--- src/rtl/ipd_pkg.sv ---
// shared constants and types for the ipd frame deframer
// no dependencies; imported by every module of the block
package ipd_pkg;

  // data ring geometry, one slot is always kept free
  localparam int unsigned RingDepth = 512;
  localparam int unsigned RingIdxW  = $clog2(RingDepth);

  // classified-op queue between parser and ring engine
  localparam int unsigned QDepth = 2;
  localparam int unsigned QPtrW  = $clog2(QDepth);

  // field widths
  localparam int unsigned ByteW = 8;
  localparam int unsigned LenW  = 12;
  localparam int unsigned FillW = 9;
  localparam int unsigned DropW = 32;

  localparam logic [LenW-1:0] MaxLenReset = LenW'(2048);

  // what the ring engine does with one item
  typedef enum logic [1:0] {
    OpNone = 2'd0,
    OpPush = 2'd1,
    OpPop  = 2'd2
  } op_kind_e;

  typedef struct packed {
    op_kind_e         kind;
    logic [ByteW-1:0] data;
    logic             first;  // first payload byte of a frame
    logic             done;   // item completes a frame
  } op_t;

endpackage

--- src/rtl/ipd_queue.sv ---
// short fifo of classified ops between the parser and the ring engine
// depends on ipd_pkg
module ipd_queue (
  input  logic         clk_i,
  input  logic         rst_ni,
  input  logic         push_valid_i,
  input  ipd_pkg::op_t push_data_i,
  output logic         push_ready_o,
  output logic         pop_valid_o,
  output ipd_pkg::op_t pop_data_o,
  input  logic         pop_ready_i
);
  import ipd_pkg::*;

  op_t              slot_q [QDepth];
  logic [QPtrW-1:0] wptr_q, rptr_q;
  logic [QPtrW:0]   count_q;
  logic             do_push, do_pop;

  assign push_ready_o = (count_q != (QPtrW+1)'(QDepth));
  assign pop_valid_o  = (count_q != '0);
  assign pop_data_o   = slot_q[rptr_q];
  assign do_push      = push_valid_i && push_ready_o;
  assign do_pop       = pop_valid_o && pop_ready_i;

  always_ff @(posedge clk_i) begin
    if (do_push) slot_q[wptr_q] <= push_data_i;
  end

  always_ff @(posedge clk_i or negedge rst_ni) begin
    if (!rst_ni) begin
      wptr_q  <= '0;
      rptr_q  <= '0;
      count_q <= '0;
    end else begin
      if (do_push) wptr_q <= (wptr_q == QPtrW'(QDepth-1)) ? '0 : wptr_q + 1'b1;
      if (do_pop)  rptr_q <= (rptr_q == QPtrW'(QDepth-1)) ? '0 : rptr_q + 1'b1;
      if (do_push && !do_pop)      count_q <= count_q + 1'b1;
      else if (!do_push && do_pop) count_q <= count_q - 1'b1;
    end
  end

`ifndef SYNTHESIS
  a_count_range: assert property (@(posedge clk_i) disable iff (!rst_ni)
    count_q <= (QPtrW+1)'(QDepth))
    else $error("queue count above depth");
`endif

endmodule

--- config.mk ---
export PLATFORM = sky130hd
export DESIGN_NAME = ipd_queue
export DESIGN_NICKNAME = d
export VERILOG_FILES = /design/src/rtl/ipd_pkg.sv /design/src/rtl/ipd_queue.sv
export SDC_FILE = /design/constraint.sdc
export NUM_CORES = 1
export LEC_CHECK = 0
export ABC_AREA = 0
export BUFFER_PORTS_ARGS = -buffer_cell sky130_fd_sc_hd__buf_2
export CORE_MARGIN = 2
export CORE_UTILIZATION = 53
export CTS_CLUSTER_DIAMETER = 200
export DETAILED_ROUTE_END_ITERATION = 6
export PLACE_DENSITY = 0.88
export SKIP_LAST_GASP = 1
export SLEW_MARGIN = 30
export SYNTH_ARGS = -nofsm -noshare
export SYNTH_HDL_FRONTEND = slang
export SYNTH_SLANG_ARGS = --single-unit
--- constraint.sdc ---
create_clock -name clk_i -period 2.55 [get_ports clk_i]
set_clock_uncertainty 0.1 [all_clocks]
set_input_delay 0.1275 -clock clk_i [delete_from_list [all_inputs] [get_ports clk_i]]
set_output_delay 0.1275 -clock clk_i [all_outputs]
set_load 0.02 [all_outputs]
; ---- Yosys cells after proc, flatten, opt, wreduce, memory -nomap -nowiden
; Memories as Yosys holds them, arrays and structs flattened.
; Index checks and enable logic that the tools add are counted.
[op_classes]
addsub = 4
n_eq_ne = 1
n_mux = 6
n_reduce_logical = 8
[ops]
columns = operator, count
row1 = $logic_and 1x1->1, 4
row2 = $mux 1, 4
row3 = $mux 2, 2
row4 = $reduce_bool 2->1, 2
row5 = $add 1x1->1 const B, 2
row6 = $add 2x1->2 const B, 1
row7 = $logic_not 1->1, 2
row8 = $ne 2x2->1 const B, 1
row9 = $sub 2x1->2 const B, 1
[totals]
regBits = 4
ram_bits = 24
n_memories = 1
[mem_list]
columns = memory, words, word_bits, read_ports, rd_ports_with_merged_regs, write_ports, line_no
row1 = slot_q, 2, 12, 1, 0, 1, ipd_queue.sv:15  ; op_t slot_q [QDepth];

; ---- Longest topological paths before layout
[logic_depth]
word_depth = 6
ltp_mapped = 7

; ---- Worst setup path after synthesis
; OpenSTA, ideal clock, no wires.
[synth_path]
path_type = flip-flop to flip-flop
startpoint = register count_q[0]
endpoint = memory slot_q[0][0] (netlist name), enable pin
setup_ns = 0.380
arrival_ns = 1.211
required_time_ns = 2.070
path_slack_ns = 0.859
path_stages_with_launch = 4
synth_period_minus_slack_ns = 1.691
path_cell_list = dfrtp_1 -> nand2b_4 -> nand2_1 -> nor2_1
[synth_between]
elab_chain_len = 4
[synth_rtl]
columns = element, line_no
row1 = from (decl), ipd_queue.sv:17  ; logic [QPtrW:0] count_q;
row2 = from (signal assigned), ipd_queue.sv:38  ; if (do_push && !do_pop) count_q <= count_q + 1'b1;
row3 = from (signal assigned), ipd_queue.sv:39  ; else if (!do_push && do_pop) count_q <= count_q - 1'b1;
row4 = $ne 2x2->1, ipd_queue.sv:20  ; assign push_ready_o = (count_q != (QPtrW+1)'(QDepth));
row5 = via push_ready_o, ipd_queue.sv:8  ; output logic push_ready_o,
row6 = $logic_and 1x1->1, ipd_queue.sv:23  ; assign do_push = push_valid_i && push_ready_o;
row7 = $mux 1, ipd_queue.sv:27  ; if (do_push) slot_q[wptr_q] <= push_data_i;
row8 = $mux 1 (not written as such), ipd_queue.sv:27
row9 = to (decl), ipd_queue.sv:15
; The timed path passes the listed nets, and every way through them passes these cells.

==> qor.csv <==
metric,value,unit
seqPwrFrac,48.5,%
rsz0062_at_grt,false,
outcome,"finished, final reports clean",
fin_area,1430,um2
p_int,985.2,uW
coreArea,1942,um2
worstSetupStartpointType,flop,
synthFlopType,edfxtp_1,
cts.clk_slew.worst_paths,0.14,ns
initial_utilization,55.54,%
synth_edf_count,24,
ir_drop,0.6963,mV
grt_usage,18.11,%
critPathMaxStageDelay,0.71,ns
rows,16,
final_antenna_net_count,0,
synth-seq-cells,28,
max_slew_margin,62.73,%
seqCellArea,820.8,um2
die_area,2412,um2
yosys.cell_types.count,14,
cp_num_buf_inv,1,
grt_antenna_before_repair,0,
drcViolationCount,0,
path_delay_family,flip-flops,
vias,611,
clkPwrFrac,13.9,%
grt_max_degree,16,
synthCells,55,
cts_tree,done,
report.final.setup_viol,0,
io_buffers,29,
cp-startpoint,rptr_q$_DFFE_PN0P_,
holdCritPathClass,in -> reg,
whs,0.01875,ns
setup-tns-final,0,ns
gp_congestion,0.6510,
min_period_over_period,71.67,%
hold_viol,0,
place_inst,111,
layout_common_cells,"29 x buf_2, 24 x edfxtp_1, 14 x dlygate4sd3_1",
slew_violations,0,
die_x,49.11,um
powerDensity,1047,nW/um2
antennaDiodeCount,0,
grt_pass1_wl,3.022,mm
reg2reg_from,count_q[0]$_DFFE_PN0P_,
fin_nets,120,
cts_hold_buf,14,
async_flop_share,14.29,%
hpwl,1.133,mm
synth_area_per_cell,19.61,um2
critPathKind,reg -> out,
pin_count,30,
die_y,49.11,um
routed_wl,1.923,mm
post-cts-setup-buffers,0,
fillCellCount,141,
htree_num_levels,1,
multi_input_area,242.7,um2
cts_buffer_depth,2,
drv_cap,0,
worst_pin_slew,0.5590,ns
ctsResizeCount,0,
synth_fp_nets,72,
drive_gt1_share,48.04,%
dpl-instance-area,1254,um2
syn_area,1079,um2
drt_pass1_iterations,4,
power.switching,511.7,uW
p_leak,0.5745,nW
comb_power_share,37.6,%
final.min_clock_period,1.828,ns
ys_warn_count,0,
numCtsBuffers,3,
final_common_cell,buf_2,
root_buffer,clkbuf_4,
min_from,push_valid_i,
cp_cell_sequence,mux2_2 > buf_2,
power_switching_share,34.18,%
area_delta_synth_final,32.60,%
grt_pass1_vias,680,
cp-end-kind,output port,
yosysSeqAreaShare,76.10,%
fmax,547.2,MHz
required,2.32,ns
cts_sinks,28,
critical_path_arrival,1.60,ns
post_drt_wl_per_cell,14.91,um
crit_fanout,13,
clkLatencyLatePin,0.32,ns
stdcell_count,129,
crit_slowest_cell,dfrtp_1,
drt_iter0_drc,12,
grt-ovfl-total,0,
vias_per_cell,4.736,
metrics by stage:
step | util, % | total power [mW] | setup slack [ns]
global route | 73.65 | 1.577 | 0.6234
detailed placement | 64.56 | 1.281 | 0.9636
finish | 73.65 | 1.497 | 0.7224
floorplan | - | 1.130 | 0.8591
global placement | 64.56 | 1.260 | 1.040
CTS | 73.65 | 1.498 | 0.7133
tightest hold or removal path, stage by stage:
cell and delay (ns):
buf_2 0.10, nand2_1 0.11, xnor2_1 0.08
power by group through the flow:
stage / logic (mW) / registers [mW] / clock network, mW
final: 0.563 / 0.725 / 0.209
after global routing: 0.608 / 0.741 / 0.229
after CTS: 0.563 / 0.725 / 0.210
after detailed placement: 0.546 / 0.735 / 0
after global placement: 0.535 / 0.725 / 0
after floorplan: 0.439 / 0.691 / 0
cells by family after synthesis:
logic type,synth area share [%]
adders and majority gates,1.160
muxes,12.53
DFF,76.10
and+or+nand+nor,4.756
buffers and inverters,1.392
xor gates and xnor gates,4.061
area by class of cell:
class / count / area share (%)
Tap cell: 27 / 2.362
Timing Repair Buffer: 44 / 20.47
Sequential cell: 28 / 57.39
Multi-Input combinational cell: 25 / 16.97
Inverter: 1 / 0.2625
Clock buffer: 4 / 2.537
registers in the layout, summed over array words and instances (netlist names):
name     flops
rptr_q       1
slot_q      24
wptr_q       1
count_q      2
cell usage after synthesis, types with 2 or more instances:
cell type | n | area share, %
mux2_2 | 12 | 13
xnor2_1 | 3 | 2.4
xor2_1 | 2 | 1.6
nor2_1 | 2 | 0.70
dfrtp_1 | 4 | 9.3
edfxtp_1 | 24 | 67
final timing paths:
check | endpoint | slack [ns] | cells past startpoint
min in group asynchronous | wptr_q$_DFFE_PN0P_ | 0.04 | 2
hold reg to reg | wptr_q$_DFFE_PN0P_ | 0.42 | 1
max in group asynchronous | rptr_q$_DFFE_PN0P_ | 2.18 | 2
setup / recovery | pop_data_o[3] | 0.72 | 2
setup reg to reg | slot_q[1][11]$_DFFE_PP_ | 0.97 | 2
hold / removal | wptr_q$_DFFE_PN0P_ | 0.02 | 3
metal layers:
layer | GRT usage [%] | share of wire [%] | vias up
li1 | - | - | 300
met1 | 20.09 | 42 | 286
met2 | 32.88 | 54 | 23
met3 | 2.761 | 2.9 | 2
met4 | 10.00 | 1.2 | 0
met5 | 0 | 0 | -
No activity file was read; power rests on OpenSTA's default activity.
