## src/rtl/ipd_pkg.sv

```systemverilog
// shared constants and types for the ipd frame deframer
// no dependencies; imported by every module of the block
package ipd_pkg;

  // data ring geometry, one slot is always kept free
  localparam int unsigned RingDepth = 512;
  localparam int unsigned RingIdxW  = $clog2(RingDepth);

  // classified-op queue between parser and ring engine
  localparam int unsigned QDepth = 2;
  localparam int unsigned QPtrW  = $clog2(QDepth);

  // field widths
  localparam int unsigned ByteW = 8;
  localparam int unsigned LenW  = 12;
  localparam int unsigned FillW = 9;
  localparam int unsigned DropW = 32;

  localparam logic [LenW-1:0] MaxLenReset = LenW'(2048);

  // what the ring engine does with one item
  typedef enum logic [1:0] {
    OpNone = 2'd0,
    OpPush = 2'd1,
    OpPop  = 2'd2
  } op_kind_e;

  typedef struct packed {
    op_kind_e         kind;
    logic [ByteW-1:0] data;
    logic             first;  // first payload byte of a frame
    logic             done;   // item completes a frame
  } op_t;

endpackage

```

## src/rtl/ipd_back.sv

```systemverilog
// ring engine: data ring memory, drop counter and the registered result
// depends on ipd_pkg
module ipd_back (
  input  logic                       clk_i,
  input  logic                       rst_ni,
  input  logic                       op_valid_i,
  input  ipd_pkg::op_t               op_i,
  output logic                       op_ready_o,
  output logic                       m_valid_o,
  input  logic                       m_ready_i,
  output logic                       m_read_valid_o,
  output logic [ipd_pkg::ByteW-1:0]  m_read_byte_o,
  output logic                       m_frame_done_o,
  output logic [ipd_pkg::DropW-1:0]  m_dropped_o,
  output logic [ipd_pkg::FillW-1:0]  m_fill_o
);
  import ipd_pkg::*;

  function automatic logic [RingIdxW-1:0] ring_next(input logic [RingIdxW-1:0] idx);
    return (idx == RingIdxW'(RingDepth-1)) ? '0 : idx + 1'b1;
  endfunction

  function automatic logic [RingIdxW:0] ring_fill(input logic [RingIdxW-1:0] wr,
                                                  input logic [RingIdxW-1:0] rd);
    logic [RingIdxW:0] w, r;
    w = {1'b0, wr};
    r = {1'b0, rd};
    return (w >= r) ? w - r : w + (RingIdxW+1)'(RingDepth) - r;
  endfunction

  logic [ByteW-1:0]    mem [RingDepth];
  logic [ByteW-1:0]    rdata_q;
  logic [RingIdxW-1:0] wr_q, wr_d, rd_q, rd_d;
  logic                skip_q, skip_d;
  logic [DropW-1:0]    drop_q, drop_d;
  logic                out_valid_q, rv_q, done_q;
  logic [FillW-1:0]    fill_q;

  logic adv, empty, full, skip_eff, do_write, do_read;

  assign adv        = op_valid_i && (!out_valid_q || m_ready_i);
  assign op_ready_o = adv;
  assign empty      = (wr_q == rd_q);
  assign full       = (ring_next(wr_q) == rd_q);
  assign skip_eff   = op_i.first ? 1'b0 : skip_q;
  assign do_write   = adv && (op_i.kind == OpPush) && !skip_eff && !full;
  assign do_read    = adv && (op_i.kind == OpPop) && !empty;

  always_comb begin
    wr_d   = wr_q;
    rd_d   = rd_q;
    skip_d = skip_q;
    drop_d = drop_q;
    case (op_i.kind)
      OpPush: begin
        skip_d = skip_eff;
        if (!skip_eff) begin
          if (full) begin
            drop_d = drop_q + 1'b1;
            skip_d = 1'b1;
          end else begin
            wr_d = ring_next(wr_q);
          end
        end
      end
      OpPop: begin
        if (!empty) rd_d = ring_next(rd_q);
      end
      default: ;
    endcase
  end

  always_ff @(posedge clk_i) begin
    if (do_write) mem[wr_q] <= op_i.data;
    if (do_read)  rdata_q   <= mem[rd_q];
  end

  always_ff @(posedge clk_i or negedge rst_ni) begin
    if (!rst_ni) begin
      wr_q        <= '0;
      rd_q        <= '0;
      skip_q      <= 1'b0;
      drop_q      <= '0;
      out_valid_q <= 1'b0;
      rv_q        <= 1'b0;
      done_q      <= 1'b0;
      fill_q      <= '0;
    end else if (adv) begin
      wr_q        <= wr_d;
      rd_q        <= rd_d;
      skip_q      <= skip_d;
      drop_q      <= drop_d;
      out_valid_q <= 1'b1;
      rv_q        <= do_read;
      done_q      <= op_i.done;
      fill_q      <= FillW'(ring_fill(wr_d, rd_d));
    end else if (m_ready_i) begin
      out_valid_q <= 1'b0;
    end
  end

  assign m_valid_o      = out_valid_q;
  assign m_read_valid_o = rv_q;
  assign m_read_byte_o  = rv_q ? rdata_q : '0;
  assign m_frame_done_o = done_q;
  assign m_dropped_o    = drop_q;
  assign m_fill_o       = fill_q;

`ifndef SYNTHESIS
  a_fill_tracks_ptrs: assert property (@(posedge clk_i) disable iff (!rst_ni)
    out_valid_q |-> (fill_q == FillW'(ring_fill(wr_q, rd_q))))
    else $error("reported fill does not match ring pointers");

  a_drop_only_on_push: assert property (@(posedge clk_i) disable iff (!rst_ni)
    (adv && (op_i.kind != OpPush)) |=> $stable(drop_q))
    else $error("drop counter moved without a payload byte");

  a_read_valid_on_pop: assert property (@(posedge clk_i) disable iff (!rst_ni)
    adv |=> (rv_q == $past((op_i.kind == OpPop) && (wr_q != rd_q))))
    else $error("read flag disagrees with pop on a nonempty ring");
`endif

endmodule

```

## config.mk

```make
export PLATFORM = sky130hd
export DESIGN_NAME = ipd_back
export DESIGN_NICKNAME = d
export VERILOG_FILES = /design/src/rtl/ipd_pkg.sv /design/src/rtl/ipd_back.sv
export SDC_FILE = /design/constraint.sdc
export NUM_CORES = 2
export LEC_CHECK = 0
export BUFFER_PORTS_ARGS = -buffer_cell sky130_fd_sc_hd__buf_2
export CELL_PAD_IN_SITES_DETAIL_PLACEMENT = 1
export CELL_PAD_IN_SITES_GLOBAL_PLACEMENT = 2
export CORE_MARGIN = 2
export CORE_UTILIZATION = 43
export CTS_CLUSTER_SIZE = 28
export DETAILED_ROUTE_END_ITERATION = 10
export PLACE_DENSITY_LB_ADDON = 0.1
export SLEW_MARGIN = 20
export SYNTH_ARGS = -nofsm -noshare
export SYNTH_HDL_FRONTEND = slang
export SYNTH_SLANG_ARGS = --single-unit
```

## constraint.sdc

```tcl
create_clock -name clk_i -period 6.75 [get_ports clk_i]
set_input_delay 1.35 -clock clk_i [delete_from_list [all_inputs] [get_ports clk_i]]
set_output_delay 1.35 -clock clk_i [all_outputs]
set_load 0.05 [all_outputs]
```

-- Word-level counts from Yosys, hierarchy flattened
Memories as Yosys holds them, arrays and structs flattened. A register that Yosys moved wholly into a read port is not among the register bits.
Cells that the tools add are included.
- muxes and demuxes: 16
- bitwise gates (word level): 1
- order comparisons: 1
- reduce and logical (&&, ||, !) cells: 14
- equal/unequal tests: 6
- add/subtract/negate cells: 6
- operator list (cell ; number):
    2-to-1 mux 9 bit ; 8
    adder 32 x 1 -> 32 bit (second input constant) ; 1
    adder 9 x 1 -> 9 bit (second input constant) ; 3
    == test 9 bit ; 2
    == test 9 bit (second input constant) ; 2
    subtractor 9 bit ; 2
    greater-or-equal comparator 9 bit ; 1
    2-to-1 mux 8 bit ; 1
    2-to-1 mux 1 bit ; 7
    logical AND 1 bit ; 6
    logical NOT 1 bit ; 4
    AND reduction 4 bit ; 1
    == test 2 x 1 -> 1 bit (second input constant) ; 1
    == test 2 bit (second input constant) ; 1
    AND reduction 2 bit ; 1
    nonzero test 2 bit ; 1
    logical OR 1 bit ; 1
    inverter 1 bit ; 1
- flip-flop bits (word level): 63
- memories kept: 1
- input port bits: 16
- memory bits (writable): 4096
- memory list (memory ; depth ; bits a word ; read ports ; clocked after memory_dff ; wr ports ; line ; source):
    mem ; 512 ; 8 ; 1 ; 1 ; 1 ; ipd_back.sv:31 ; logic [ByteW-1:0] mem [RingDepth];

-- Longest topological paths before layout
- word-level depth: 9
- mapped depth: 26

-- Worst setup path after synthesis
No wires, ideal clock.
- path kind: register -> register
- from: register wr_q[0]
- to: register fill_q[7] (netlist: m_fill_o[7])
- cell stages (with the launch flop): 27
- clock period less this slack: 4767 ps
- required time: 6663 ps
- buffers on the path: 5
- slack: 1983 ps
- arrival time: 4680 ps
- cells stage by stage: dfrtp_1 > ha_1 > clkbuf_1 > and3_1 > buf_2 > nand2_1 > nor2_1 > ha_1 > buf_2 > nor3_1 > nand4_1 > o2111a_1 > a211o_1 > buf_4 > o21ai_1 > buf_2 > mux2i_1 > inv_1 > ha_1 > nor2b_1 > o21ai_0 > a21boi_0 > o21ai_0 > a21boi_0 > o21ai_0 > nand4b_1 > o211ai_1
- cells in the longest elaborated chain, start to end: 9
- elaborated cells on any way between the ends: 15
- ends and longest elaborated chain (item ; line ; source):
    start: declaration ; ipd_back.sv:33 ; logic [RingIdxW-1:0] wr_q, wr_d, rd_q, rd_d;
    start signal: assignment ; ipd_back.sv:89 ; wr_q <= wr_d;
    adder 9 x 1 -> 9 bit or == test 9 bit (tied branches) ; ipd_back.sv:20 ; return (idx == RingIdxW'(RingDepth-1)) ? '0 : idx + 1'b1;
    2-to-1 mux 9 bit (*) ; ipd_back.sv:20 ;
    == test 9 bit ; ipd_back.sv:44 ; assign full = (ring_next(wr_q) == rd_q);
    2-to-1 mux 9 bit (*) ; ipd_back.sv:58 ; if (full) begin
    2-to-1 mux 9 bit (*) ; ipd_back.sv:57 ; if (!skip_eff) begin
    2-to-1 mux 9 bit (*) ; ipd_back.sv:54 ; case (op_i.kind)
    named net wr_d[1] ; ipd_back.sv:33 ;
    adder 9 x 1 -> 9 bit ; ipd_back.sv:28 ; return (w >= r) ? w - r : w + (RingIdxW+1)'(RingDepth) - r;
    subtractor 9 bit ; ipd_back.sv:28 ;
    2-to-1 mux 9 bit (*) ; ipd_back.sv:28 ;
    end signal: assignment ; ipd_back.sv:96 ; fill_q <= FillW'(ring_fill(wr_d, rd_d));
    end: declaration ; ipd_back.sv:37 ; logic [FillW-1:0] fill_q;
Mark *: on every way through the listed nets, which the timed path passes. The rest lies on a longest branch.
A chain may end at the register's enable or synchronous reset.

-- Final worst setup path
Same ends and word-level chain as after synthesis.

==> metrics <==
status finished clean; layout cells sized above 1 18.6%; Cell Pwr Density 386 mW/mm^2; PnR worst setup slack 1.02 ns; Clock Path Buffers 4; layout net count 8954; worst-margin pin slew 1.29 ns; grt ovf 0; chip width 622 um; Worst VDD drop 314 uV; min-delay worst type reg -> reg; total CTS buffers 437; Mapped Area 0.164 sq mm; number of placement rows 227; Total GRT Usage 27.2%; hold_buf cts 0; wire per inst 37.0 um; ys flop type edfxtp_1; crit end category flip-flop; area leader, netlist edfxtp_1; area post-placement 0.172 sq mm; Clk pin slew, worst setup/hold paths 0.06 ns; Leakage 59.2 nW; CP delay by family, top compound AO/OA/AOI/OAI gates; postcts setup bufs 0; setup TNS 0 ns; GRT met1 Usage 38.5%; Mapped Nets 8694; fin crit period 5.73 ns; CP max FO 22; num ports 69; CTS tree yes; initial antenna violation count 46; Post-synth top cells 4104 x edfxtp_1, 797 x mux2i_1, 651 x mux4_2; Slew HR 14.1%; DRC viols 0; area share of the largest cell type after synthesis 75.0%; power consumption 71.9 mW; Final Cycle Share 84.9%; worst-skew pair later-pin latency 1.00 ns; Async SR Flop Fraction 1.51%; Post-CTS Resized 0; 1st-pass router iterations 5; CP max stage delay 0.55 ns; max-slew violations 0; Synth warnings 0; Avg Inst Size Synth 19.0 sq um; Final Hold Viols 0; number of enable flip-flop cells after synthesis 4104; Worst Setup Start Kind flip-flop; critical path class reg -> reg; CP Data Arrival Time 6.61 ns; sequential area share after synthesis 75.9%; Synth cell types 87; met3 Use GR 4.78%; Initial Utilization 43.1%; via count 87500; DR iter-0 viols 9428; FMAX 0.174 GHz; number of max-cap violations 0; DP HPWL 337000 um; Crit path required time 7.63 ns; Seq cells post-synth 4167; WP buf/inv 3; Die Footprint 0.387 sq mm; core area 0.381 sq mm; dpl ws 1.15 ns; CP Cell Sequence ha_1 > and3_1 > nand2_1 > nor2_1 > ha_1 > buf_4 > nor2b_1 > xor2_1 > nor3_1 > nand4_1 > a211o_1 > o21ai_1 > buf_4 > mux2i_1 > inv_1 > ha_1 > nor2b_1 > o21ai_0 > a21boi_0 > o21ai_0 > a21boi_0 > o21ai_0 > nand4b_1 > o211ai_1; count leader, synth edfxtp_1; DRT antenna net count 0; vias in the first global route 90800; RSZ-0062 raised after global routing no; Layout area overhead 13.1%; global routing's busiest layer met2; first-pass GRT wire length 743000 um; via density per instance 6.10; GPL Wtd Cong 0.848; IO buf count 68; Die Y 622 um; synth top area cells edfxtp_1 75%, mux4_2 8.9%, mux2i_1 4.9%; Syn Inst Count 8659; design area 0.186 sq mm; Worst path slowest cell dfrtp_1; Clock Root Buffer clkbuf_16; Final Setup Violations 0; met2 Resource Use GR 43.6%; clock sink count 4167; skew final 0.0650 ns; largest net degree at the start of global routing 172; Detailed Route WL 532000 um; H-tree depth 5; Fill cells 34500
==> registers in the layout, summed over array words and instances, names as in the netlist <==
signal / count
mem: 4096
wr_q: 9
rdata_q: 8
m_valid_o: 1
m_frame_done_o: 1
m_fill_o: 9
rd_q: 9
m_dropped_o: 32
m_read_valid_o: 1
skip_q: 1
==> path summary, 6_finish.rpt <==
check / to / slack (ns) / start / depth (start not counted)
max: m_fill_o[7]$_DFFE_PN0P_ / 1.02 / wr_q[0]$_DFFE_PN0P_ / 24
min: m_frame_done_o$_DFFE_PN0P_ / 0.49 / m_frame_done_o$_DFFE_PN0P_ / 2
max reg2reg: m_fill_o[7]$_DFFE_PN0P_ / 1.02 / wr_q[0]$_DFFE_PN0P_ / 24
min reg2reg: m_frame_done_o$_DFFE_PN0P_ / 0.49 / m_frame_done_o$_DFFE_PN0P_ / 2
max in group asynchronous: rd_q[0]$_DFFE_PN0P_ / 5.49 / rst_ni / 1
min in group asynchronous: m_valid_o$_DFFE_PN0P_ / 0.53 / rst_ni / 1
==> cells by family (layout without fill, tap and decap cells) <==
kind of cell             count (synthesis)  in the layout  synth area share [%]
flip-flops                            4167           4167                  75.9
multiplexers                          1462           1462                  13.9
AND/OR/NAND/NOR                       1295           1295                  3.50
AO/OA/AOI/OAI                         1095           1095                  4.61
buffers and inverters                  572           1206                  1.69
XOR/XNOR                                49             49                 0.272
adder cells (fa/ha/maj)                 19             19                 0.149
other                                    0             22                     0
==> layer usage <==
layer | vias up | part of all wire, %
li1 | 36100 | -
met1 | 47500 | 42
met2 | 3229 | 48
met3 | 632 | 6.9
met4 | 16 | 3.0
met5 | - | 0.028
==> power breakdown <==
| group | internal (mW) | leakage [nW] | total [mW] | switching, mW |
|---|---|---|---|---|
| registers | 28.5 | 37.7 | 28.8 | 0.338 |
| logic | 6.99 | 14.6 | 19.0 | 12.0 |
| clock network | 13.8 | 6.91 | 24.1 | 10.3 |
==> area by class of cell <==
class	count	area, sq um	share of cell area [%]
tap	5038	6300	3.39
clock inverter	273	2600	1.40
sequential	4167	125000	67.1
inverter	16	75.1	0.0404
clock buffer	540	11600	6.23
timing repair buffer	377	3530	1.90
multi-input combinational	3920	37000	19.9
antenna	22	55.1	0.0296
==> worst reg2reg max path, cell delays in order, from the launching register on <==
cell      delay (ns)
dfrtp_1         0.55
ha_1            0.39
and3_1          0.24
nand2_1         0.07
nor2_1          0.12
ha_1            0.16
buf_4           0.27
nor2b_1         0.13
xor2_1          0.16
nor3_1          0.27
nand4_1         0.15
a211o_1         0.27
o21ai_1         0.51
buf_4           0.28
mux2i_1         0.34
inv_1           0.09
ha_1            0.29
nor2b_1         0.13
o21ai_0         0.20
a21boi_0        0.16
o21ai_0         0.23
a21boi_0        0.16
o21ai_0         0.25
nand4b_1        0.13
o211ai_1        0.10
==> cells in the final DEF, fill, tap and decap left out, types with 63 or more instances in the layout <==
cell	n
a21oi_1	192
buf_12	63
buf_4	247
clkbuf_1	88
clkbuf_16	447
clkinv_1	108
clkinv_2	80
edfxtp_1	4104
mux2i_1	797
mux4_2	651
nand2_1	266
nor2_1	602
nor3_1	119
o21ai_0	144
o221ai_1	286
o22ai_1	197
==> per-stage QoR <==
step | instances | util, % | hold slack (ns)
floorplan | 8659 | - | 0.456
global placement | 13500 | 45.0 | 0.453
detailed placement | 13500 | 45.0 | 0.477
CTS | 14300 | 48.7 | 0.491
global route | 14300 | 48.8 | 0.516
finish | 14400 | 48.8 | 0.485
(Power assumes the default switching activity.)
