<file path="src/rtl/ipd_pkg.sv">
// shared constants and types for the ipd frame deframer
// no dependencies; imported by every module of the block
package ipd_pkg;

  // data ring geometry, one slot is always kept free
  localparam int unsigned RingDepth = 512;
  localparam int unsigned RingIdxW  = $clog2(RingDepth);

  // classified-op queue between parser and ring engine
  localparam int unsigned QDepth = 2;
  localparam int unsigned QPtrW  = $clog2(QDepth);

  // field widths
  localparam int unsigned ByteW = 8;
  localparam int unsigned LenW  = 12;
  localparam int unsigned FillW = 9;
  localparam int unsigned DropW = 32;

  localparam logic [LenW-1:0] MaxLenReset = LenW'(2048);

  // what the ring engine does with one item
  typedef enum logic [1:0] {
    OpNone = 2'd0,
    OpPush = 2'd1,
    OpPop  = 2'd2
  } op_kind_e;

  typedef struct packed {
    op_kind_e         kind;
    logic [ByteW-1:0] data;
    logic             first;  // first payload byte of a frame
    logic             done;   // item completes a frame
  } op_t;

endpackage

</file>
<file path="src/rtl/ipd_front.sv">
// header parser: hunts for the marker, decodes the length field, classifies items
// depends on ipd_pkg
module ipd_front (
  input  logic                        clk_i,
  input  logic                        rst_ni,
  input  logic                        s_valid_i,
  input  logic                        s_cmd_i,
  input  logic [ipd_pkg::ByteW-1:0]   s_byte_i,
  output logic                        s_ready_o,
  input  logic                        cfg_valid_i,
  input  logic [ipd_pkg::LenW-1:0]    cfg_data_i,
  output logic                        cfg_ready_o,
  output logic                        op_valid_o,
  output ipd_pkg::op_t                op_o,
  input  logic                        op_ready_i
);
  import ipd_pkg::*;

  typedef enum logic [2:0] {
    PhHunt    = 3'b001,
    PhHeader  = 3'b010,
    PhPayload = 3'b100
  } phase_e;

  localparam int unsigned MarkerLen = 5;
  localparam int unsigned MatchW    = 3;
  localparam int unsigned ValW      = LenW + 4;
  localparam logic [ByteW-1:0] Marker [MarkerLen] = '{8'h2B, 8'h49, 8'h50, 8'h44, 8'h2C};
  localparam logic [ByteW-1:0] ChPlus  = 8'h2B;
  localparam logic [ByteW-1:0] ChComma = 8'h2C;
  localparam logic [ByteW-1:0] ChColon = 8'h3A;
  localparam logic [ByteW-1:0] ChZero  = 8'h30;
  localparam logic [ByteW-1:0] ChNine  = 8'h39;

  phase_e            phase_q, phase_d;
  logic [MatchW-1:0] match_q, match_d;
  logic [LenW-1:0]   field_q, field_d;
  logic              bad_q, bad_d;
  logic [LenW-1:0]   rem_q, rem_d;
  logic              first_q, first_d;
  logic [LenW-1:0]   max_q;

  logic              accept;
  logic [MatchW-1:0] k;
  logic [3:0]        digit;
  logic [ValW-1:0]   val;
  logic [LenW-1:0]   rem_dec;
  logic              is_digit;

  assign accept      = s_valid_i && op_ready_i;
  assign s_ready_o   = op_ready_i;
  assign op_valid_o  = s_valid_i;
  assign cfg_ready_o = 1'b1;

  assign k        = (match_q >= MatchW'(MarkerLen)) ? '0 : match_q;
  assign is_digit = (s_byte_i >= ChZero) && (s_byte_i <= ChNine);
  assign digit    = 4'(s_byte_i - ChZero);
  // value times ten as shift-and-add
  assign val      = {1'b0, field_q, 3'b000} + {3'b000, field_q, 1'b0}
                  + {{(ValW-4){1'b0}}, digit};
  assign rem_dec  = (rem_q != '0) ? rem_q - 1'b1 : rem_q;

  always_comb begin
    phase_d = phase_q;
    match_d = match_q;
    field_d = field_q;
    bad_d   = bad_q;
    rem_d   = rem_q;
    first_d = first_q;
    op_o.kind  = OpNone;
    op_o.data  = s_byte_i;
    op_o.first = first_q;
    op_o.done  = 1'b0;
    if (s_cmd_i) begin
      op_o.kind = OpPop;
    end else begin
      unique case (phase_q)
        PhHunt: begin
          if (s_byte_i == Marker[k]) begin
            if (k == MatchW'(MarkerLen - 1)) begin
              match_d = '0;
              phase_d = PhHeader;
              field_d = '0;
              bad_d   = 1'b0;
            end else begin
              match_d = k + 1'b1;
            end
          end else begin
            match_d = (s_byte_i == ChPlus) ? MatchW'(1) : '0;
          end
        end
        PhHeader: begin
          if (s_byte_i == ChComma) begin
            field_d = '0;
            bad_d   = 1'b0;
          end else if (is_digit) begin
            if (!bad_q) begin
              if (val > {4'b0000, max_q}) bad_d = 1'b1;
              else                          field_d = val[LenW-1:0];
            end
          end else if (s_byte_i == ChColon) begin
            match_d = '0;
            if (bad_q) begin
              phase_d = PhHunt;
            end else if (field_q == '0) begin
              phase_d   = PhHunt;
              op_o.done = 1'b1;
            end else begin
              rem_d   = field_q;
              first_d = 1'b1;
              phase_d = PhPayload;
            end
          end else begin
            bad_d = 1'b1;
          end
        end
        PhPayload: begin
          op_o.kind = OpPush;
          first_d   = 1'b0;
          rem_d     = rem_dec;
          if (rem_dec == '0) begin
            phase_d   = PhHunt;
            match_d   = '0;
            op_o.done = 1'b1;
          end
        end
        default: begin
          phase_d = PhHunt;
          match_d = '0;
        end
      endcase
    end
  end

  always_ff @(posedge clk_i or negedge rst_ni) begin
    if (!rst_ni) begin
      phase_q <= PhHunt;
      match_q <= '0;
      field_q <= '0;
      bad_q   <= 1'b0;
      rem_q   <= '0;
      first_q <= 1'b0;
    end else if (accept) begin
      phase_q <= phase_d;
      match_q <= match_d;
      field_q <= field_d;
      bad_q   <= bad_d;
      rem_q   <= rem_d;
      first_q <= first_d;
    end
  end

  always_ff @(posedge clk_i or negedge rst_ni) begin
    if (!rst_ni) begin
      max_q <= MaxLenReset;
    end else if (cfg_valid_i) begin
      max_q <= cfg_data_i;
    end
  end

endmodule

</file>
<file path="config.mk">
export PLATFORM = sky130hd
export DESIGN_NAME = ipd_front
export DESIGN_NICKNAME = d
export VERILOG_FILES = /design/src/rtl/ipd_pkg.sv /design/src/rtl/ipd_front.sv
export SDC_FILE = /design/constraint.sdc
export NUM_CORES = 1
export LEC_CHECK = 0
export BUFFER_PORTS_ARGS = -buffer_cell sky130_fd_sc_hd__buf_4
export CORE_MARGIN = 2
export CORE_UTILIZATION = 59
export DETAILED_ROUTE_END_ITERATION = 8
export GPL_TIMING_DRIVEN = 0
export PLACE_DENSITY = 0.8
export RECOVER_POWER = 25
export SETUP_SLACK_MARGIN = 0.02
export SLEW_MARGIN = 25
export SYNTH_ARGS = -nofsm -noshare
export SYNTH_HDL_FRONTEND = slang
export SYNTH_SLANG_ARGS = --single-unit
export TNS_END_PERCENT = 1
</file>
<file path="constraint.sdc">
create_clock -name clk_i -period 5.28 [get_ports clk_i]
set_input_delay 0.528 -clock clk_i [delete_from_list [all_inputs] [get_ports clk_i]]
set_output_delay 0.528 -clock clk_i [all_outputs]
set_load 0.02 [all_outputs]
</file>
# After elaboration in Yosys (flattened, before gate mapping)
# Memory sizes are Yosys's and may differ from the RTL's.
# Cells that the tools add are included.
# W data, S select, Z words.
[word_totals]
mem_bits_ro = 64
n_memories = 1
input_bits = 26
ramBits = 0
out_inout_bits = 15
latchBits = 0
regBits = 44
wordCells = 110
[memory_table]
columns = ["name", "words", "word_bits", "read_ports", "rd_clocked_by_memory_dff", "write_ports", "line_no", "text"]
rows = [
  ["(name not given)", 8, 8, 1, 0, 0, "ipd_front.sv:79", "if (s_byte_i == Marker[k]) begin"],
]
[op_classes]
multipliers = 0
n_reduce_logical = 12
mux = 58
n_div = 0
n_addsub = 5
n_bitwise = 2
n_lt_le_gt_ge = 5
shifts = 0
n_eq_ne = 20
[op_table]
columns = ["cell", "count"]
rows = [
  ["$mux W12", 12],
  ["$pmux W12 S2", 2],
  ["$mux W3", 15],
  ["$eq A8 B6 Y1 const B", 3],
  ["$logic_not A12 Y1", 2],
  ["$reduce_and A8 Y1", 3],
  ["$mux W1", 21],
  ["$pmux W3 S3", 2],
  ["$add A15 B13 Y16", 1],
  ["$add A16 B4 Y16", 1],
  ["$gt A16 B12 Y1", 1],
  ["$mux W8", 2],
  ["$ne A2 B2 Y1 const B", 8],
  ["$reduce_and A6 Y1", 2],
  ["$reduce_bool A12 Y1", 1],
  ["$sub A12 B1 Y12 const B", 1],
  ["$ne A3 B3 Y1 const B", 3],
  ["$eq A8 B8 Y1", 1],
  ["$ge A8 B6 Y1 const B", 1],
  ["$le A8 B6 Y1 const B", 1],
  ["$eq A3 B3 Y1 const B", 2],
  ["$pmux W1 S2", 3],
  ["$ge A4 B4 Y1 const B", 1],
  ["$ne A4 B4 Y1 const B", 1],
  ["10 further kinds", 12],
]

# Depth between registers and ports, before layout
[logic_depth]
word_depth = 9
mapped_depth = 19
mapped_depth_nobuf = 18

# Worst setup path before layout
# Ideal clock, no wire load.
[synth_path]
kind = "input to register"
start = "input s_byte_i[3] (netlist name)"
end = "register field_q[7]"
cell_stages = 18
path_buffers = 1
setup_slack_ns = 0.831
arrival_ns = 4.328
t_required_ns = 5.159
setup_ns = 0.121
cell_sequence = "inv_1 > fa_1 > inv_1 > fa_1 > a21o_1 > a221oi_4 > o21bai_1 > a21oi_1 > xnor2_1 > ha_1 > nand4_1 > o31a_1 > o32a_1 > a211o_1 > a2111oi_2 > nor3_1 > buf_2 > a22o_1"
[synth_via]
elab_chain_cells = 7
word_cells_on_any_way = 18
classes_between = "2 x add/sub; 3 x order compare; 6 x eq/ne; 5 x mux; 2 x reduce/logical"
[synth_lines]
columns = ["item", "line_no", "text"]
rows = [
  ["start: declaration", "ipd_front.sv:8", "input logic [ipd_pkg::ByteW-1:0] s_byte_i,"],
  ["parallel branches: the longest is 7 deep, another holds $add A16 B4 Y16", "-", ""],
  ["end signal: assignment", "ipd_front.sv:146", "field_q <= field_d;"],
  ["end: declaration", "ipd_front.sv:37", "logic [LenW-1:0] field_q, field_d;"],
]
# Several ways; the timed one is not identified. The select of a mux whose other input is x is not followed.
# A chain may end at the register's enable or synchronous reset.

# Worst setup path after layout
[layout_path]
start = "register field_q[0]"
end = "register field_q[7]"
[layout_via]
elab_chain_cells = 7
word_cells_on_any_way = 10
classes_between = "2 x add/sub; 1 x order compare; 1 x eq/ne; 5 x mux; 1 x reduce/logical"
[layout_lines]
columns = ["item", "line_no", "text"]
rows = [
  ["$add A15 B13 Y16 *", "ipd_front.sv:59", "assign val = {1'b0, field_q, 3'b000} + {3'b000, field_q, 1'b0}"],
  ["$add A16 B4 Y16 *", "ipd_front.sv:60", "+ {{(ValW-4){1'b0}}, digit};"],
  ["parallel branches: the longest is 5 deep, another holds $gt A16 B12 Y1", "-", ""],
]
# Every way passes the cells marked *. The select of a mux whose other input is x is not followed.

==> summary.md <==
| Metric | Value |
|---|---|
| Max cap viols | `1` |
| Net load switching power | `0.181 mW` |
| Reg2Reg Depth | `18` |
| Max Fclk | `0.201 GHz` |
| Setup ws final | `0.299 ns` |
| CP peak stage delay | `0.51 ns` |
| Non-Filler Cell Area, Final | `4190 µm²` |
| Fin crit period | `4.98 ns` |
| YS warnings | `0` |
| Slowest CP cell | `fa_1` |
| Critical Path AT | `5.17 ns` |
| Relative slew slack | `-57.3%` |
| #FFs+latches synth | `44` |
| Number of flops mapped to enable cells by yosys | `0` |
| Worst Tran Pin Value | `2.36 ns` |
| Gpl congestion | `0.898` |
| Die area | `6940 µm²` |
| Die Wd | `83.3 µm` |
| Setup TNS after final layout | `0 ns` |
| Post-layout power | `0.683 mW` |
| Hold WC Path Type | `primary input to register` |
| Die H | `83.3 µm` |
| Cell taking the most area after synthesis | `dfrtp_1` |
| # clock sinks | `44` |
| CTS clk-pin slew, worst paths | `0.08 ns` |
| Final hold vios | `0` |
| Cell with the most instances after synthesis | `dfrtp_1` |
| DRC Markers | `0` |
| Ant diodes | `0` |
| Worst-case clock skew | `0.0158 ns` |
| Sw Share | `26.6%` |
| Area Growth Syn to Fin | `12.9%` |
| CTS tree | `done` |
| Register area share after synthesis | `29.7%` |
| Num rows | `28` |
| Leak pwr | `2.11 nW` |
| Synth Flop Type | `dfrtp_1` |
| H-tree depth | `2` |
| Crit-path cells | `inv_1, fa_1, inv_1, ha_1, a211oi_1, o21bai_1, o2111ai_1, nand2_1, xor2_1, ha_1, a21oi_1, o211ai_1, o32a_1, a211o_1, a2111oi_2, nor3_1, buf_2, a22o_1` |
| CP required | `5.47 ns` |
| Vias in the first global route | `3285` |
| Antenna Nets Post-Route | `0` |
| Max-slew violation count | `45` |
| First-pass GRT wire length | `15.2 mm` |
| Clock Power Share | `33.2%` |
| Max FO, Critical Path | `10` |
| Initial Util | `61.9%` |
| Core Util, Final | `69.9%` |
| DRT Wirelength | `8.85 mm` |
| Post-Place Worst Slack | `0.155 ns` |
| RSZ-0062 raised after global routing | `false` |
| Cells after Synth | `427` |
| Global Route Usage Sum | `26.2%` |
| Post-DP Area | `4100 µm²` |
| Synth cell types | `69` |
| Async set-or-reset flop fraction in the synthesized netlist | `100%` |
| Largest net degree at the start of global routing | `45` |
| I/O Pins | `41` |
| Fin cells | `549` |
| Syn_nets | `496` |
| Post-synth top cells | `dfrtp_1 (42), ha_1 (41), nor2_1 (37), nand2_1 (34), o21ai_0 (34)` |
| Drt wl/cell | `16.1 µm` |
| Overflow after GRT | `0` |
| CTS Buf Count | `5` |
| DR pass1 iterations | `5` |
| Mean Syn Cell Area | `8.69 µm²` |
| Final Cycle Share | `94.3%` |
| Yosys top cell area share | `28.3%` |
| Detail Placement HPWL | `6.78 mm` |
| Iteration-0 DRC Markers | `199` |
| Outcome | `finished with violations` |
| Number of fill cells | `494` |
| Comb pwr share | `14.7%` |
| Synthesized area | `3710 µm²` |
| Ratio of cells with drive above 1 in the final layout | `18.4%` |
| CTS Buffer Depth | `2` |
| P_int | `0.501 mW` |
| Core area | `5990 µm²` |
| Startpoint types | `register` |
| Synth area leaders | `dfrtp_1 (28%), ha_1 (14%), o21ai_0 (4.6%)` |
| Root Driver | `clkbuf_8` |
| Part of the power in registers | `52.0%` |
| DR vias/cell | `6.12` |
| Worst hold stages | `3` |
| Vias | `3359` |
| Crit Path Class | `register to register` |
| PwrDens | `163 nW/µm²` |
| Hold Slack | `0.430 ns` |
| Port Buffers | `39` |
| Nature of the critical path endpoint | `register` |
| Later-pin clock latency in the skew report | `0.31 ns` |
| Placed Cells | `541` |
| Initial antenna violation count | `0` |
| Max VDD drop | `0.000123 V` |
| Violated checks | `capacitance limit, slew limit` |
| Final setup viols | `0` |
| Layout Nets | `542` |
routing by layer:
layer  track usage [%]  routed length (µm)  up-vias
met5                 0                   0        -
met4              10.7                 199        0
met3              4.37                 399       19
met2              43.4                4290       95
met1              33.9                3960     1602
li1                  -                   -     1643
cell families after synthesis:
group           share of synthesized area (%)
compound gates                           23.1
xor+xnor                                 2.36
fa+ha+maj                                14.9
buf+inv                                  7.38
flops                                    29.7
mux                                      2.39
other cells                             0.101
simple gates                             20.0
registers in the layout (all words and copies together), names as in the netlist:
register	count
max_q	12
first_q	1
bad_q	1
match_q	3
field_q	12
rem_q	12
phase_q	3
worst max-delay path: cells and delay by family (launching register included):
| kind | cells | cell delay [ns] |
|---|---|---|
| xor+xnor | 1 | 0.24 |
| simple gates | 2 | 0.26 |
| compound gates | 9 | 2.43 |
| buf+inv | 3 | 0.37 |
| fa+ha+maj | 3 | 1.13 |
| flops | 1 | 0.45 |
power by group through the flow:
stage	Sequential (mW)	Clock (mW)	Combinational [mW]
floorplan	0.360	0	0.0581
global placement	0.361	0	0.0975
detailed placement	0.362	0	0.101
CTS	0.355	0.232	0.102
global route	0.357	0.245	0.114
finish	0.355	0.227	0.101
worst paths after layout:
kind,end,slack (ns),from
hold / removal,max_q[1]$_DFFE_PN0P_,0.43,cfg_data_i[1]
min in group asynchronous,first_q$_DFFE_PN0P_,0.93,rst_ni
setup reg to reg,field_q[7]$_DFFE_PN0P_,0.30,field_q[0]$_DFFE_PN0P_
setup / recovery,field_q[7]$_DFFE_PN0P_,0.30,field_q[0]$_DFFE_PN0P_
max in group asynchronous,field_q[2]$_DFFE_PN0P_,2.84,rst_ni
hold reg to reg,phase_q[0]$_DFFE_PN1P_,0.50,phase_q[0]$_DFFE_PN1P_
layout make-up:
cell class                 count  area [µm²]  share of cell area [%]
multi-input combinational    326        2330                    55.7
timing repair buffer          39         289                    6.90
clock inverter                 1        7.51                   0.179
clock buffer                   7        86.3                    2.06
buffer                        26         158                    3.76
inverter                      31         116                    2.78
tap                           75        93.8                    2.24
sequential                    44        1100                    26.4
cells in the final DEF (no fill, tap or decap), drive strengths merged, types with 8 or more instances in the layout:
| cell | count |
|---|---|
| buf | 55 |
| dfrtp | 42 |
| ha | 41 |
| nor2 | 39 |
| o21ai | 35 |
| nand2 | 34 |
| inv | 31 |
| a21oi | 28 |
| clkbuf | 17 |
| a22o | 11 |
| nor3 | 11 |
| nand4 | 8 |
| a21o | 8 |
repair_timing:
action | CTS | global route
endpoints found under the hold margin | 0 | 0
resized for setup | 0 | 1
buffers inserted | 0 | 0
endpoints found under the setup margin | 0 | 6
hold buffers | 0 | 0
(Power assumes the default switching activity.)
